File: src/hdl/fdep_pkg.sv
// Types, codes and helpers of the FAT directory entry parser.
`timescale 1ns / 1ps

package fdep_pkg;

    // Record layout
    localparam logic [4:0] C_POS_BASE_LAST = 5'd7;
    localparam logic [4:0] C_POS_EXT_FIRST = 5'd8;
    localparam logic [4:0] C_POS_EXT_LAST  = 5'd10;
    localparam logic [4:0] C_POS_ATTR      = 5'd11;
    localparam logic [4:0] C_POS_CLU_HI_LO = 5'd20;
    localparam logic [4:0] C_POS_CLU_HI_HI = 5'd21;
    localparam logic [4:0] C_POS_CLU_LO_LO = 5'd26;
    localparam logic [4:0] C_POS_CLU_LO_HI = 5'd27;
    localparam logic [4:0] C_POS_SIZE_FIRST = 5'd28;
    localparam logic [4:0] C_POS_SIZE_LAST = 5'd30;
    localparam logic [4:0] C_POS_REC_LAST  = 5'd31;

    // Byte codes
    localparam logic [7:0] C_MARK_FREE      = 8'h00;
    localparam logic [7:0] C_MARK_DELETED   = 8'hE5;
    localparam logic [7:0] C_CHAR_DOT       = 8'h2E;
    localparam logic [7:0] C_CHAR_SPACE     = 8'h20;
    localparam logic [7:0] C_CHAR_UPPER_A   = 8'h41;
    localparam logic [7:0] C_CHAR_UPPER_Z   = 8'h5A;
    localparam logic [7:0] C_ATTR_LONG_NAME = 8'h0F;
    localparam int         C_ATTR_DIR_BIT   = 4;

    localparam logic [3:0] C_BASE_MAX = 4'd8;
    localparam logic [1:0] C_EXT_MAX  = 2'd3;

    // One parsed record
    typedef struct packed {
        logic [63:0] base_name;
        logic [3:0]  base_length;
        logic [23:0] ext_name;
        logic [1:0]  ext_length;
        logic        is_directory;
        logic [31:0] file_bytes;
        logic [31:0] start_cluster;
    } t_result;

    // Fold uppercase ASCII letters to lowercase, pass everything else
    function automatic logic [7:0] f_to_lower(input logic [7:0] c);
        logic [7:0] r;
        r = c;
        if (c >= C_CHAR_UPPER_A && c <= C_CHAR_UPPER_Z) begin
            r = c | 8'h20;
        end
        return r;
    endfunction

endpackage

File: src/hdl/fat_dir_entry_parser_core.sv
// Top level of the FAT 8.3 directory entry parser.
`timescale 1ns / 1ps
//
//  Channel   Direction  Handshake           Payload
//  input     in         i_valid / o_stall   i_dir_byte
//  result    out        o_valid / i_stall   o_base_name .. o_start_cluster
//
//  One byte is taken per cycle while o_stall is low. A byte is held in the
//  input register, then updates the record state; byte 31 of a kept record
//  loads the result register, which then raises o_valid with the result.
//  Reset (synchronous, active low) aligns the record counter to byte 0 and
//  empties both registers. The input stalls only when a record's last byte
//  would produce a result while the previous result is still held.

module fat_dir_entry_parser_core
    import fdep_pkg::*;
(
    input  logic        i_clk,
    input  logic        i_rst_n,
    input  logic        i_valid,
    output logic        o_stall,
    input  logic [7:0]  i_dir_byte,
    output logic        o_valid,
    input  logic        i_stall,
    output logic [63:0] o_base_name,
    output logic [3:0]  o_base_length,
    output logic [23:0] o_ext_name,
    output logic [1:0]  o_ext_length,
    output logic        o_is_directory,
    output logic [31:0] o_file_bytes,
    output logic [31:0] o_start_cluster
);

    // Input register
    logic        r_in_valid;
    logic [7:0]  r_in_byte;

    // Record state
    logic [4:0]  r_pos;
    logic [63:0] r_base_chars, n_base_chars;
    logic [3:0]  r_base_cnt,   n_base_cnt;
    logic        r_base_stop,  n_base_stop;
    logic [23:0] r_ext_chars,  n_ext_chars;
    logic [1:0]  r_ext_cnt,    n_ext_cnt;
    logic        r_ext_stop,   n_ext_stop;
    logic        r_skip,       n_skip;
    logic        r_is_dir,     n_is_dir;
    logic [15:0] r_clu_hi,     n_clu_hi;
    logic [15:0] r_clu_lo,     n_clu_lo;
    logic [23:0] r_size_lo,    n_size_lo;

    // Result register
    logic        r_out_valid;
    t_result     r_out, n_out;

    logic        w_emit;
    logic        w_block;
    logic        w_step;
    logic        w_first;
    logic [7:0]  w_char;

    // Hold everything when a result meets a held, stalled result
    assign w_emit  = (r_pos == C_POS_REC_LAST) && !r_skip;
    assign w_block = r_in_valid && w_emit && r_out_valid && i_stall;
    assign w_step  = r_in_valid && !w_block;
    assign w_first = (r_pos == 5'd0);
    assign w_char  = f_to_lower(r_in_byte);
    assign o_stall = w_block;

    // Advance the record state by one byte
    always_comb begin
        n_base_chars = w_first ? 64'd0 : r_base_chars;
        n_base_cnt   = w_first ? 4'd0  : r_base_cnt;
        n_base_stop  = w_first ? 1'b0  : r_base_stop;
        n_ext_chars  = w_first ? 24'd0 : r_ext_chars;
        n_ext_cnt    = w_first ? 2'd0  : r_ext_cnt;
        n_ext_stop   = w_first ? 1'b0  : r_ext_stop;
        n_is_dir     = w_first ? 1'b0  : r_is_dir;
        n_clu_hi     = w_first ? 16'd0 : r_clu_hi;
        n_clu_lo     = w_first ? 16'd0 : r_clu_lo;
        n_size_lo    = w_first ? 24'd0 : r_size_lo;
        n_skip       = w_first ? (r_in_byte == C_MARK_FREE || r_in_byte == C_MARK_DELETED ||
                                  r_in_byte == C_CHAR_DOT)
                               : r_skip;

        if (r_pos <= C_POS_BASE_LAST) begin
            if (!n_base_stop) begin
                if (r_in_byte == C_CHAR_SPACE) begin
                    n_base_stop = 1'b1;
                end else if (n_base_cnt < C_BASE_MAX) begin
                    n_base_chars[{n_base_cnt[2:0], 3'b000} +: 8] = w_char;
                    n_base_cnt = n_base_cnt + 4'd1;
                end
            end
        end else if (r_pos inside {[C_POS_EXT_FIRST:C_POS_EXT_LAST]}) begin
            if (!n_ext_stop) begin
                if (r_in_byte == C_CHAR_SPACE) begin
                    n_ext_stop = 1'b1;
                end else if (n_ext_cnt < C_EXT_MAX) begin
                    n_ext_chars[{n_ext_cnt, 3'b000} +: 8] = w_char;
                    n_ext_cnt = n_ext_cnt + 2'd1;
                end
            end
        end else if (r_pos == C_POS_ATTR) begin
            n_is_dir = r_in_byte[C_ATTR_DIR_BIT];
            if (r_in_byte == C_ATTR_LONG_NAME) begin
                n_skip = 1'b1;
            end
        end else if (r_pos == C_POS_CLU_HI_LO) begin
            n_clu_hi[7:0] = r_in_byte;
        end else if (r_pos == C_POS_CLU_HI_HI) begin
            n_clu_hi[15:8] = r_in_byte;
        end else if (r_pos == C_POS_CLU_LO_LO) begin
            n_clu_lo[7:0] = r_in_byte;
        end else if (r_pos == C_POS_CLU_LO_HI) begin
            n_clu_lo[15:8] = r_in_byte;
        end else if (r_pos inside {[C_POS_SIZE_FIRST:C_POS_SIZE_LAST]}) begin
            n_size_lo[{r_pos[1:0], 3'b000} +: 8] = r_in_byte;
        end
    end

    // Assemble the result from the finished record
    always_comb begin
        n_out.base_name     = r_base_chars;
        n_out.base_length   = r_base_cnt;
        n_out.ext_name      = r_ext_chars;
        n_out.ext_length    = r_ext_cnt;
        n_out.is_directory  = r_is_dir;
        n_out.file_bytes    = {r_in_byte, r_size_lo};
        n_out.start_cluster = {r_clu_hi, r_clu_lo};
    end

    // Control registers
    always_ff @(posedge i_clk) begin
        if (!i_rst_n) begin
            r_in_valid  <= 1'b0;
            r_pos       <= 5'd0;
            r_out_valid <= 1'b0;
        end else begin
            if (!w_block) begin
                r_in_valid <= i_valid;
            end
            if (w_step) begin
                r_pos <= r_pos + 5'd1;
            end
            if (w_step && w_emit) begin
                r_out_valid <= 1'b1;
            end else if (!i_stall) begin
                r_out_valid <= 1'b0;
            end
        end
    end

    // Payload registers
    always_ff @(posedge i_clk) begin
        if (i_valid && !w_block) begin
            r_in_byte <= i_dir_byte;
        end
        if (w_step) begin
            r_base_chars <= n_base_chars;
            r_base_cnt   <= n_base_cnt;
            r_base_stop  <= n_base_stop;
            r_ext_chars  <= n_ext_chars;
            r_ext_cnt    <= n_ext_cnt;
            r_ext_stop   <= n_ext_stop;
            r_skip       <= n_skip;
            r_is_dir     <= n_is_dir;
            r_clu_hi     <= n_clu_hi;
            r_clu_lo     <= n_clu_lo;
            r_size_lo    <= n_size_lo;
        end
        if (w_step && w_emit) begin
            r_out <= n_out;
        end
    end

    assign o_valid         = r_out_valid;
    assign o_base_name     = r_out.base_name;
    assign o_base_length   = r_out.base_length;
    assign o_ext_name      = r_out.ext_name;
    assign o_ext_length    = r_out.ext_length;
    assign o_is_directory  = r_out.is_directory;
    assign o_file_bytes    = r_out.file_bytes;
    assign o_start_cluster = r_out.start_cluster;

endmodule

File: config.mk
export PLATFORM = sky130hd
export DESIGN_NAME = fat_dir_entry_parser_core
export DESIGN_NICKNAME = d
export VERILOG_FILES = /design/src/hdl/fdep_pkg.sv /design/src/hdl/fat_dir_entry_parser_core.sv
export SDC_FILE = /design/constraint.sdc
export NUM_CORES = 1
export LEC_CHECK = 0
export BUFFER_PORTS_ARGS = -buffer_cell sky130_fd_sc_hd__buf_4
export CORE_ASPECT_RATIO = 0.8
export CORE_MARGIN = 1.5
export CORE_UTILIZATION = 51
export DETAILED_ROUTE_END_ITERATION = 10
export PLACE_DENSITY = 0.75
export SLEW_MARGIN = 20
export SYNTH_ARGS = -nofsm -noshare
export SYNTH_HDL_FRONTEND = slang
export SYNTH_SLANG_ARGS = --single-unit
File: constraint.sdc
create_clock -name i_clk -period 10.2 [get_ports i_clk]
set_clock_uncertainty 0.2 [all_clocks]
set_input_delay 1.53 -clock i_clk [delete_from_list [all_inputs] [get_ports i_clk]]
set_output_delay 1.53 -clock i_clk [all_outputs]
set_load 0.01 [all_outputs]
# Word level (Yosys, flattened, before mapping)
# Index checks and enable logic that the tools add are counted.
[totals]
ff_bits = 328
latchBits = 0
ram_bits = 0
romBits = 0
inputBits = 12
out_inout_bits = 161
wordCells = 140
memories = 0
[classes]
n_addsub = 6
mul = 0
div = 0
magnitude_cmp = 9
eq_ne = 11
shifts = 6
mux = 70
bitwise = 0
reduce_logical = 16
[op_table]
columns = ["op", "n"]
rows = [
  ["2-to-1 mux 24 bit", 15],
  ["2-to-1 mux 64 bit", 5],
  ["2-to-1 mux 16 bit", 10],
  ["bitwise mux 64 bit", 1],
  ["variable shift 8 x 8 -> 64 bit (first input constant)", 1],
  ["variable part select 8 x 8 -> 64 bit", 1],
  ["bitwise mux 24 bit", 2],
  ["2-to-1 mux 8 bit", 6],
  ["variable shift 8 x 7 -> 24 bit (first input constant)", 2],
  ["variable part select 8 x 7 -> 24 bit", 2],
  ["== test 5 bit (second input constant)", 5],
  ["2-to-1 mux 4 bit", 5],
  ["2-to-1 mux 1 bit", 19],
  ["== test 8 x 6 -> 1 bit (second input constant)", 2],
  ["negation 5 -> 7 bit", 2],
  ["2-to-1 mux 2 bit", 6],
  ["logical AND 1 bit", 10],
  ["== test 8 x 4 -> 1 bit (second input constant)", 1],
  ["== test 8 bit (second input constant)", 1],
  [">= comparator 8 x 7 -> 1 bit (second input constant)", 1],
  ["less-or-equal comparator 8 x 7 -> 1 bit (second input constant)", 1],
  ["zero test 8 bit", 1],
  ["negation 6 -> 8 bit", 1],
  ["2-to-1 mux 6 bit", 1],
  ["15 further kinds", 17],
]

# Logic depth before layout (Yosys ltp)
# Gate-level depths: netlist of the first run.
[logic_depth]
word_depth = 11
mapped_depth = 15
mapped_depth_nobuf = 11

# Least setup slack after synthesis of the first run
# OpenSTA, ideal clock, no wires.
[synth_path]
path_kind = "input to register"
start = "in i_stall"
end = "reg r_out (netlist bit o_base_length[0]) (enable)"
arrival_ns = 9.191
required_time_ns = 9.270
path_slack_ns = 0.080
stages = 1
path_buffers = 0
cell_sequence = "a21oi_1"
[synth_between]
elab_chain_len = 4
[synth_lines]
columns = ["element", "line", "source"]
rows = [
  ["start: declaration", "fat_dir_entry_parser_core.sv:24", "input logic i_stall,"],
  ["logical AND 1 bit", "fat_dir_entry_parser_core.sv:64", "assign w_block = r_in_valid && w_emit && r_out_valid && i_stall;"],
  ["zero test 1 bit", "fat_dir_entry_parser_core.sv:65", "assign w_step = r_in_valid && !w_block;"],
  ["logical AND 1 bit", "fat_dir_entry_parser_core.sv:65", ""],
  ["logical AND 1 bit", "fat_dir_entry_parser_core.sv:172", "if (w_step && w_emit) begin"],
  ["end signal: assignment", "fat_dir_entry_parser_core.sv:173", "r_out <= n_out;"],
  ["end: declaration", "fat_dir_entry_parser_core.sv:54", "t_result r_out, n_out;"],
]
# No other way between the ends.
# A chain may end at the register's enable or synchronous reset.

# Worst setup path in the final report of the first run
[layout_path]
start = "reg r_pos[0]"
end = "reg r_base_chars[54] (data pin)"
[layout_between]
elab_chain_len = 9
[layout_lines]
columns = ["element", "line", "source"]
rows = [
  ["start: declaration", "fat_dir_entry_parser_core.sv:39", "logic [4:0] r_pos;"],
  ["start signal: assignment", "fat_dir_entry_parser_core.sv:144", "r_pos <= r_pos + 5'd1;"],
  ["zero test 5 bit", "fat_dir_entry_parser_core.sv:66", "assign w_first = (r_pos == 5'd0);"],
  ["2-to-1 mux 4 bit", "fat_dir_entry_parser_core.sv:73", "n_base_cnt = w_first ? 4'd0 : r_base_cnt;"],
  ["negation 6 -> 8 bit", "fat_dir_entry_parser_core.sv:91", "n_base_chars[{n_base_cnt[2:0], 3'b000} +: 8] = w_char;"],
  ["variable part select 8 x 8 -> 64 bit / variable shift 8 x 8 -> 64 bit (equally long branches)", "fat_dir_entry_parser_core.sv:91", ""],
  ["bitwise mux 64 bit", "fat_dir_entry_parser_core.sv:91", ""],
  ["2-to-1 mux 64 bit", "fat_dir_entry_parser_core.sv:90", "end else if (n_base_cnt < C_BASE_MAX) begin"],
  ["2-to-1 mux 64 bit", "fat_dir_entry_parser_core.sv:88", "if (r_in_byte == C_CHAR_SPACE) begin"],
  ["2-to-1 mux 64 bit", "fat_dir_entry_parser_core.sv:87", "if (!n_base_stop) begin"],
  ["2-to-1 mux 64 bit (*)", "fat_dir_entry_parser_core.sv:86", "if (r_pos <= C_POS_BASE_LAST) begin"],
  ["named net n_base_chars[54]", "fat_dir_entry_parser_core.sv:40", "logic [63:0] r_base_chars, n_base_chars;"],
  ["end signal: assignment", "fat_dir_entry_parser_core.sv:160", "r_base_chars <= n_base_chars;"],
  ["end: declaration", "fat_dir_entry_parser_core.sv:40", ""],
]
# Mark *: on every way through the listed nets, which the timed path passes. The rest lies on a longest branch.

==> results of run 1 <==
-- synthesized netlist by cell type, types with 2 or more instances --
| cell type | instances | area (um^2) |
|---|---|---|
| sky130_fd_sc_hd__o21ai_1 | 34 | 170 |
| sky130_fd_sc_hd__nor4b_4 | 2 | 47.6 |
| sky130_fd_sc_hd__buf_2 | 15 | 75.1 |
| sky130_fd_sc_hd__a32o_1 | 2 | 20.0 |
| sky130_fd_sc_hd__and2_1 | 5 | 31.3 |
| sky130_fd_sc_hd__nor4_2 | 2 | 25.0 |
| sky130_fd_sc_hd__a31oi_1 | 4 | 25.0 |
| sky130_fd_sc_hd__nor4_4 | 4 | 85.1 |
| sky130_fd_sc_hd__ha_1 | 14 | 175 |
| sky130_fd_sc_hd__dfxtp_1 | 7 | 140 |
| sky130_fd_sc_hd__o21ai_0 | 73 | 365 |
| sky130_fd_sc_hd__clkbuf_1 | 23 | 86.3 |
| sky130_fd_sc_hd__nand4_1 | 7 | 43.8 |
| sky130_fd_sc_hd__buf_6 | 7 | 78.8 |
| sky130_fd_sc_hd__nand2b_1 | 13 | 81.3 |
| sky130_fd_sc_hd__nand3b_1 | 8 | 60.1 |
| sky130_fd_sc_hd__nor2_1 | 15 | 56.3 |
| sky130_fd_sc_hd__nor2b_1 | 4 | 25.0 |
| sky130_fd_sc_hd__nand2_4 | 2 | 22.5 |
| sky130_fd_sc_hd__a21oi_1 | 11 | 55.1 |
| sky130_fd_sc_hd__nand2_1 | 146 | 548 |
| sky130_fd_sc_hd__nor4_1 | 2 | 12.5 |
| sky130_fd_sc_hd__a211o_1 | 2 | 17.5 |
| sky130_fd_sc_hd__buf_4 | 3 | 22.5 |
| sky130_fd_sc_hd__or3_1 | 3 | 18.8 |
| sky130_fd_sc_hd__a22o_1 | 16 | 140 |
| sky130_fd_sc_hd__a21boi_0 | 2 | 15.0 |
| sky130_fd_sc_hd__edfxtp_1 | 321 | 9640 |
| sky130_fd_sc_hd__nor3_1 | 10 | 50.1 |
| sky130_fd_sc_hd__nand4b_1 | 7 | 61.3 |
| sky130_fd_sc_hd__a21oi_2 | 2 | 17.5 |
| sky130_fd_sc_hd__o211ai_1 | 2 | 15.0 |
| sky130_fd_sc_hd__nand3_1 | 64 | 320 |
| sky130_fd_sc_hd__mux2i_1 | 23 | 230 |
| sky130_fd_sc_hd__xor2_1 | 2 | 17.5 |
| sky130_fd_sc_hd__inv_1 | 18 | 67.6 |
-- cell families after synthesis --
group / count (synthesis)
compound gates: 156
xor+xnor: 3
fa+ha+maj: 14
buf+inv: 67
flops: 328
mux: 24
simple gates: 310
-- power by group --
part           switching, W  leakage [nW]  internal [W]
Combinational      0.000110          1.89     0.0000486
Sequential        0.0000285          3.06       0.00151
Clock              0.000495         0.537      0.000715
Total              0.000634          5.48       0.00228
-- metal layers --
| metal | part of all wire | wire [um] | up-vias | track usage |
|---|---|---|---|---|
| met1 | 0.42 | 12300 | 3885 | 0.306 |
| li1 | - | - | 3734 | - |
| met2 | 0.46 | 13300 | 374 | 0.325 |
| met4 | 0.017 | 504 | 0 | 0.0566 |
| met3 | 0.097 | 2790 | 47 | 0.0574 |
| met5 | 0 | 0 | - | 0 |
-- stage by stage --
step | cell area [um^2] | worst slack (ps) | cells | power [W] | utilization
finish | 15800 | 5750 | 1420 | 0.00291 | 0.623
global route | 15800 | 5310 | 1420 | 0.00300 | 0.623
CTS | 15800 | 5750 | 1420 | 0.00293 | 0.623
detailed placement | 14700 | 5770 | 1359 | 0.00173 | 0.579
global placement | 14700 | 6000 | 1359 | 0.00172 | 0.579
floorplan | 13100 | 79.5 | 902 | 0.00168 | -
-- sequential cells by signal (all words and copies together) (netlist names), 2 cells and up --
| name | flops |
|---|---|
| r_size_lo | 24 |
| o_base_name | 64 |
| r_base_cnt | 4 |
| r_ext_cnt | 2 |
| r_base_chars | 64 |
| r_pos | 5 |
| r_ext_chars | 24 |
| o_start_cluster | 32 |
| o_ext_length | 2 |
| r_clu_hi | 16 |
| r_in_byte | 8 |
| o_base_length | 4 |
| o_file_bytes | 32 |
| o_ext_name | 24 |
| r_clu_lo | 16 |
-- area by class of cell --
type	instances	share of cell area
clock inverter	13	0.00595
sequential	328	0.620
tap	324	0.0257
inverter	18	0.00460
timing repair buffer	182	0.0868
clock buffer	48	0.0638
multi-input combinational	507	0.193
-- worst max path at each step --
stage | endpoint | slack, ps | startpoint | depth (start not counted)
6_report | r_base_chars[54]$_DFFE_PP_ | 5750 | r_pos[0]$_SDFFE_PN0P_ | 10
5_1_grt | r_base_chars[54]$_DFFE_PP_ | 5310 | r_pos[0]$_SDFFE_PN0P_ | 10
4_1_cts | r_base_chars[54]$_DFFE_PP_ | 5750 | r_pos[0]$_SDFFE_PN0P_ | 10
3_5_place_dp | r_base_chars[54]$_DFFE_PP_ | 5770 | r_pos[0]$_SDFFE_PN0P_ | 10
3_3_place_gp | r_base_chars[48]$_DFFE_PP_ | 6000 | r_pos[0]$_SDFFE_PN0P_ | 10
2_1_floorplan | o_base_length[0]$_DFFE_PP_ | 80 | i_stall | 1
-- critical path: stages, from the launching register on --
cell and delay, ps:
sky130_fd_sc_hd__dfxtp_1 540, sky130_fd_sc_hd__inv_1 160, sky130_fd_sc_hd__ha_1 330, sky130_fd_sc_hd__or4b_4 630
sky130_fd_sc_hd__nand2_1 200, sky130_fd_sc_hd__ha_1 250, sky130_fd_sc_hd__ha_1 340, sky130_fd_sc_hd__nor2b_1 340
sky130_fd_sc_hd__nand3_1 160, sky130_fd_sc_hd__nor4_2 750, sky130_fd_sc_hd__o21ai_0 230
==> summary.md, run 1 <==
The flow ran to the end, and the final reports show no timing, DRC or antenna violations. The end of the worst register-to-register path is r_base_chars[54]$_DFFE_PP_. The mean area per synthesized cell came out at 14.6 um^2. The die covers 26,700 um^2.

Entering global routing, the biggest net connects 89 pins. The tightest slew margin relative to the limit was 0.269. STA puts the critical path data arrival time at 4460 ps. The biggest fanout along the worst timing path works out to 50. For this run, the leading register cell type out of synthesis is sky130_fd_sc_hd__edfxtp_1. The kind of start point of the critical path is a flop. After clock tree synthesis, the clock-pin slew on the worst setup and hold paths is 60 ps. The run gives 500 ps as the clock latency on the worst-skew pair. The combined global-route utilization of all metal layers was 0.214; the H-tree depth was 2. The time the final worst path needs with I/O delays and setup works out to 4450 ps.

The floorplan has 52 rows. In this run the critical register-to-register path is launched from r_pos[0]$_SDFFE_PN0P_. The total area inside the core boundary comes to 25,300 um^2.

Final period utilization: 0.436. For the worst flop-to-flop path, the logic depth is 10. The required time of the critical path was 10,210 ps.

The power per standard cell area is 184 nW/um^2, and the post-DP HPWL is 17,800 um. TritonCTS built the clock tree. Area share of and/or/nand/nor cells after synthesis: 0.126. Synthesis handed over a netlist of 902 instances. The post-detailed-route count of antenna-violating nets was 0; the count of flip-flops with a built-in enable after synthesis was 321.

For this design, the sink count on the clock tree is 328. The most common library cell in the layout ignoring fill and taps was sky130_fd_sc_hd__edfxtp_1. The synthesized-area fraction occupied by adder cells was 0.0133; the number of buffers inserted for hold repair after clock tree synthesis was 0.

Effective utilization at floorplan: 0.519. After synthesis the cells add up to 13,100 um^2. In this run the static leakage power is 5.48 nW. Counting every net in the synthesized netlist gives 928.

In this run the count of I/O pins placed on the die edge is 173. Along the worst hold path, the cell count comes to 0. The logs give 0 for the total setup buffers inserted after CTS and 3050 um^2 for the multi-input combinational cell area. The critical path start-end classification is reg -> reg.

First-pass GRT wire length: 43,900 um. The multiplexer share of the synthesized area was 0.0187. The final layout contains routed wiring with a total length of 28,900 um.

The number of clock buffers added by TritonCTS is 34. For this run, the number of Yosys warnings is 0. After synthesis the netlist holds a flip-flop and latch count of 328. Across all layers, the routed design uses 8,040 vias. The number of hold-slack violations in the final timing report is 0, and the per-cell via count in the routed design is 5.66. Dividing the detail-routed wire length by the instance count gives 20.3 um. The flop-to-flop setup slack is 5750 ps, and the number of I/O port buffers is 172.

The logs give 0 for the max-cap violation count and 7,700 for the via count of the first global-routing pass. In this run, distinct cell masters in the synthesized netlist total 63. End point of the worst hold path: o_base_name[46]$_DFFE_PP_.

The first detailed-routing pass ran for 5 iterations. The share of the yosys chip area belonging to registers is 0.744, and the synthesized-area fraction occupied by xor and xnor cells is 0.00200. Setup repair after global routing left no endpoint under its margin. The tightest min-delay check is of the reg -> reg type. The clock passes through at most 3 buffers. After detailed routing, the number of remaining DRC violations is 0. The repair_antennas step left the layout with diodes totalling 0. The fraction of registers with async set/reset works out to 0.

The library cell used as clock root buffer was sky130_fd_sc_hd__clkbuf_16. The ratio of cells with drive above 1 in the final layout is 0.234, and the starting DRC count in detailed routing is 1,016. The tools report the net count of the finished layout as 1,097. After synthesis, the largest family of logic cells by area is simple AND/OR/NAND/NOR gates. The achievable frequency was 225 MHz; the fraction of the mapped netlist area in compound gates was 0.0706. The floorplan die height came out at 147 um.

The count of pins over their slew limit was 0. The run gives 0 as the number of endpoints failing setup at the final stage. Fill cells in the final layout number 1,849. The logs give 0 for the post-cts resize count and 0 ps for the post-route setup TNS. For the combined flip-flop and latch cell area, the log shows 9780 um^2. At the end of routability-driven placement, the weighted congestion stood at 0.878. The tools report the maximum ir drop on the vdd rail as 0.109 mV. At the pin with the least slew margin, the transition time is 1100 ps. The top cell types in the final layout, fill and taps aside, are sky130_fd_sc_hd__edfxtp_1 (321), sky130_fd_sc_hd__buf_4 (181), sky130_fd_sc_hd__nand2_1 (146). The type of destination of the critical path was a flop.

In this run the most critical hold path is launched from r_base_chars[46]$_DFFE_PP_. Summed over all layers, the global routing overflow is 0. From left edge to right edge, the die measures 182 um. Final hold analysis gives a worst-case slack of 246 ps.

The number of antenna violations at the first check in global routing was 0; the layout overhead on the synthesized area was 20.1%.
Note: power is estimated with default switching activity, not from simulation.
==> inputs of run 2 (changes only) <==
ABC_AREA = 1   (was not set)
PLACE_DENSITY = 0.72   (was 0.75)
clock period = 4.67 ns   (was 10.2 ns; I/O delays follow)
==> run 2 against run 1 <==
  * Clock-buffer cell count down 13
  * Maximum frequency grew 11%
  * Power up 130%
  * Core utilization grew 1.1 points
  * Register-to-register slack got worse by 5100 ps
  * Die area is 1.3% lower
  * Hold slack worse by 120 ps
  * Routed wire length increased by 1.8%
  * Non-clock buffer count fell by 5
  * Sequential share of layout area increased by 0.56 points
  * Final cell count increased by 3.7%
==> summary.md, run 2 <==
The flow ran to the end, and the final reports show no timing, DRC or antenna violations. The width of the die is 181 um (-0.68%). The biggest fanout along the worst timing path is 24 (-52%), and the count of flip-flops with a built-in enable after synthesis is 321 (unchanged). The maximum count of clock buffers along a single path is 3 (unchanged). The number of distinct standard cells referenced by the synthesized netlist came out at 38 (-40%). The first-pass GRT wire length was 45,500 um (+3.5%). After synthesis, the cell types taking the most area are sky130_fd_sc_hd__edfxtp_1 (74%), sky130_fd_sc_hd__nand3_1 (5.3%), sky130_fd_sc_hd__o21ai_0 (4.7%). The logs give 0.379 (+0.111) for the tightest slew margin relative to the limit and 667 ps (-5080 ps) for the least setup slack across all paths after layout. For the combined global-route utilization of all metal layers, the log shows 0.221 (+0.00722). The root buffer cell chosen for the clock tree is sky130_fd_sc_hd__clkbuf_16. Leaving out fill and tap cells, the most frequent cell in the layout is sky130_fd_sc_hd__edfxtp_1.

In the synthesized netlist, the cells that appear most often are sky130_fd_sc_hd__edfxtp_1 (321), sky130_fd_sc_hd__nand3_1 (137), sky130_fd_sc_hd__o21ai_0 (123), sky130_fd_sc_hd__nand2_1 (110), sky130_fd_sc_hd__inv_1 (68). The logs give 51 (-1.9%) for the number of placement rows and 1 (-1) for the H-tree depth. The logs give 0 (unchanged) for the number of endpoints failing setup at the final stage and 0 (unchanged) for the number of hold-slack violations in the final timing report.

Effective utilization at floorplan: 0.526 (+0.00698). Instance count along the most critical hold path: 1 (+1). The switching power is 0.00149 W (+130%), and the total iterations of the first detailed-routing run is 6 (+1). Among all flip-flop cells after synthesis, the most frequent one is sky130_fd_sc_hd__edfxtp_1.

The post-synthesis net count is 980 (+5.6%), and the per-cell via count in the routed design is 5.70 (+0.65%). The synthesized-area fraction occupied by adder cells is 0.0135 (+0.000185), and the number of buffers inserted for hold repair after clock tree synthesis is 0 (unchanged). The number of antenna violations at the first check in global routing was 0 (unchanged); the total setup buffers inserted after CTS was 0 (unchanged).

The total detailed-routing wirelength came out at 29,400 um (+1.8%). The startpoint identified for the worst hold timing path is i_dir_byte[5]. The number of I/O port buffers is 172 (unchanged), and the per-cell routed wire length is 20.0 um (-1.8%). Number of clock buffers inserted by TritonCTS: 31 (-8.8%). Layout overhead on the synthesized area: 20.7%. The run gives 5.71 nW (+4.2%) as the static power due to leakage. Floorplan die height: 146 um (-0.68%). The tools report the worst hold slack as 122 ps (-124 ps). The post-cts resize count was 0 (unchanged). The maximum ir drop on the vdd rail is 0.282 mV (+160%), and the mean area per synthesized cell is 13.6 um^2 (-6.7%).

In this run the critical register-to-register path is captured at r_base_chars[48]$_DFFE_PP_. Leaving out fill and tap cells, the most frequent cells in the layout are sky130_fd_sc_hd__edfxtp_1 (321), sky130_fd_sc_hd__buf_4 (175), sky130_fd_sc_hd__nand3_1 (137). Setup repair after global routing left no endpoint under its margin.

The fraction of registers with async set/reset was 0 (unchanged); the proportion of total power due to net switching was 0.227 (+0.00880). The logic depth of the worst register-to-register path is 14 (+4), and the count of pins over their slew limit is 0 (unchanged). The via count of the first global-routing pass is 7,881 (+2.4%).

The final period utilization came out at 0.857 (+0.421). The logs give 670 ps (-5080 ps) for the flop-to-flop setup slack and 0 (unchanged) for the final routed DRC violation total. The worst setup timing slack at the placement stage is 805 ps (-4960 ps), and the synthesized cell area is 13,000 um^2 (-1.4%). The worst-margin pin slew is 927 ps (-170 ps), and the number of antenna diodes is 0 (unchanged). The post-DP HPWL is 18,100 um (+1.6%). The register bit count reported by yosys works out to 328 (unchanged). For the utilization after layout, the log shows 0.635 (+0.0115).

The synthesized-area fraction occupied by xor and xnor cells is 0.00135 (-0.000648). The I/O pin count was 173 (unchanged). The net count of the finished layout is 1,155 (+5.3%), and the total grt overflow is 0 (unchanged). Pin count of the biggest net entering global routing: 149 (+67%). TritonCTS built the clock tree.

For the total number of vias, the log shows 8,389 (+4.3%). The number of inserted filler cells in the final layout was 1,822 (-1.5%); the number of clock sinks seen by CTS was 328 (unchanged). The tools report the achievable frequency as 250 MHz (+11%).

The tools report the die outline area as 26,400 um^2 (-1.3%). Clock latency on the worst-skew pair: 560 ps (+60 ps). The clock transition at the registers of the reported paths was 70 ps (about the same). The warning count from the yosys run was 0 (unchanged). The startpoint of the worst register-to-register path is r_pos[0]$_SDFFE_PN0P_.

The post-synthesis cell count came out at 954 (+5.8%). By area, the combinational part of the netlist is dominated by simple AND/OR/NAND/NOR gates. The area share of and/or/nand/nor cells after synthesis came out at 0.122 (-0.00424). The largest total area in the synthesized netlist belongs to sky130_fd_sc_hd__edfxtp_1. The starting DRC count in detailed routing was 1,085 (+6.8%); the power per standard cell area was 420 nW/um^2 (+130%). The worst hold path terminates at r_in_byte[5]$_DFFE_PP_.

Critical path start-end classification: reg -> reg. For the arrival time reported for the critical path endpoint, the log shows 4080 ps (-380 ps). The ratio of cells with drive above 1 in the final layout was 0.224 (-0.0109); the max-cap violation count was 0 (unchanged).

The tools report the total internal power as 0.00508 W (+120%). The logs give 0 ps (unchanged) for the post-route setup TNS and 0.522 (-0.008) for the power share of the sequential group. The post-detailed-route count of antenna-violating nets is 0 (unchanged). Share of total power in the clock network: 0.408 (-0.008).

STA classifies the critical path startpoint as a flop. The tools report the last weighted congestion value of the routability-driven placer as 0.881 (+0.34%). By instance count, the leading cell after synthesis is sky130_fd_sc_hd__edfxtp_1. The type of destination of the critical path is a flop. Fraction of the mapped netlist area in compound gates: 0.0729 (+0.00233). Type of the most critical hold path: in -> reg.

The share of the yosys chip area belonging to registers was 0.755 (+0.0103); the multiplexer share of the synthesized area was 0 (-0.0187). The tools report the required time of the critical path as 4750 ps (-5460 ps). The fraction of post-synthesis cell area in the top cell type by area works out to 0.744 (+0.0102). The time the final worst path needs with I/O delays and setup was 4000 ps (-448 ps); the fraction of power consumed by combinational cells was 0.070 (+0.016).

For the area of the core, the log shows 24,600 um^2 (-2.7%).
-- run 2: how the worst max path moves through the flow --
stage	endpoint	from	slack, ps	cells past startpoint
after floorplan	o_base_length[0]$_DFFE_PP_	r_pos[1]$_SDFFE_PN0P_	160	8
after global placement	r_base_chars[54]$_DFFE_PP_	r_pos[0]$_SDFFE_PN0P_	1020	14
after detailed placement	r_base_chars[54]$_DFFE_PP_	r_pos[0]$_SDFFE_PN0P_	810	14
after CTS	r_base_chars[54]$_DFFE_PP_	r_pos[0]$_SDFFE_PN0P_	770	14
after global routing	r_base_chars[54]$_DFFE_PP_	r_pos[0]$_SDFFE_PN0P_	360	14
final	r_base_chars[48]$_DFFE_PP_	r_pos[0]$_SDFFE_PN0P_	670	14
-- run 2: cells by family (layout without fill, tap and decap cells) --
kind of cell | count (synthesis) | count (layout)
buffers and inverters | 112 | 312
adders and majority gates | 14 | 14
AOI/OAI and AO/OA | 172 | 172
xor gates and xnor gates | 2 | 2
DFF | 328 | 328
and+or+nand+nor | 326 | 326
-- run 2: per-stage QoR --
stage | total power (W) | instances | area [um^2]
final | 0.00657 | 1472 | 15600
after global routing | 0.00679 | 1472 | 15600
after floorplan | 0.00380 | 954 | 13000
after global placement | 0.00392 | 1414 | 14600
after CTS | 0.00661 | 1472 | 15600
after detailed placement | 0.00394 | 1414 | 14600
-- run 2: critical path: stages (launching register included) --
cell	delay (ps)
sky130_fd_sc_hd__dfxtp_1	450
sky130_fd_sc_hd__inv_1	140
sky130_fd_sc_hd__ha_1	290
sky130_fd_sc_hd__inv_2	120
sky130_fd_sc_hd__nor2_4	40
sky130_fd_sc_hd__nand2_4	260
sky130_fd_sc_hd__nand2_1	260
sky130_fd_sc_hd__ha_1	280
sky130_fd_sc_hd__ha_1	240
sky130_fd_sc_hd__clkinv_1	180
sky130_fd_sc_hd__nand3_1	420
sky130_fd_sc_hd__nor2_1	280
sky130_fd_sc_hd__nand2_1	290
sky130_fd_sc_hd__nand3_1	160
sky130_fd_sc_hd__o21ai_0	110
-- run 2: cell type report --
class / count / area [um^2] / share of cell area
sequential: 328 / 9780 / 0.625
multi-input combinational: 514 / 2730 / 0.175
timing repair buffer: 177 / 1350 / 0.0866
clock buffer: 35 / 791 / 0.0506
tap: 318 / 398 / 0.0254
clock inverter: 23 / 297 / 0.0190
inverter: 77 / 289 / 0.0185
-- run 2: power by group through the flow --
stage                     Clock [W]  Combinational (W)  Sequential, W
after floorplan                   0           0.000349        0.00345
after global placement            0           0.000434        0.00349
after detailed placement          0           0.000452        0.00349
after CTS                   0.00272           0.000455        0.00343
after global routing        0.00284           0.000513        0.00344
final                       0.00268           0.000458        0.00343
-- run 2: metal layers --
metal,vias up,share of wire,GRT usage,routed length [um]
met4,0,0.020,0.0571,591
met2,401,0.44,0.323,13100
met5,-,0,0,0
met1,4092,0.45,0.340,13400
met3,46,0.081,0.0433,2380
li1,3850,-,-,-
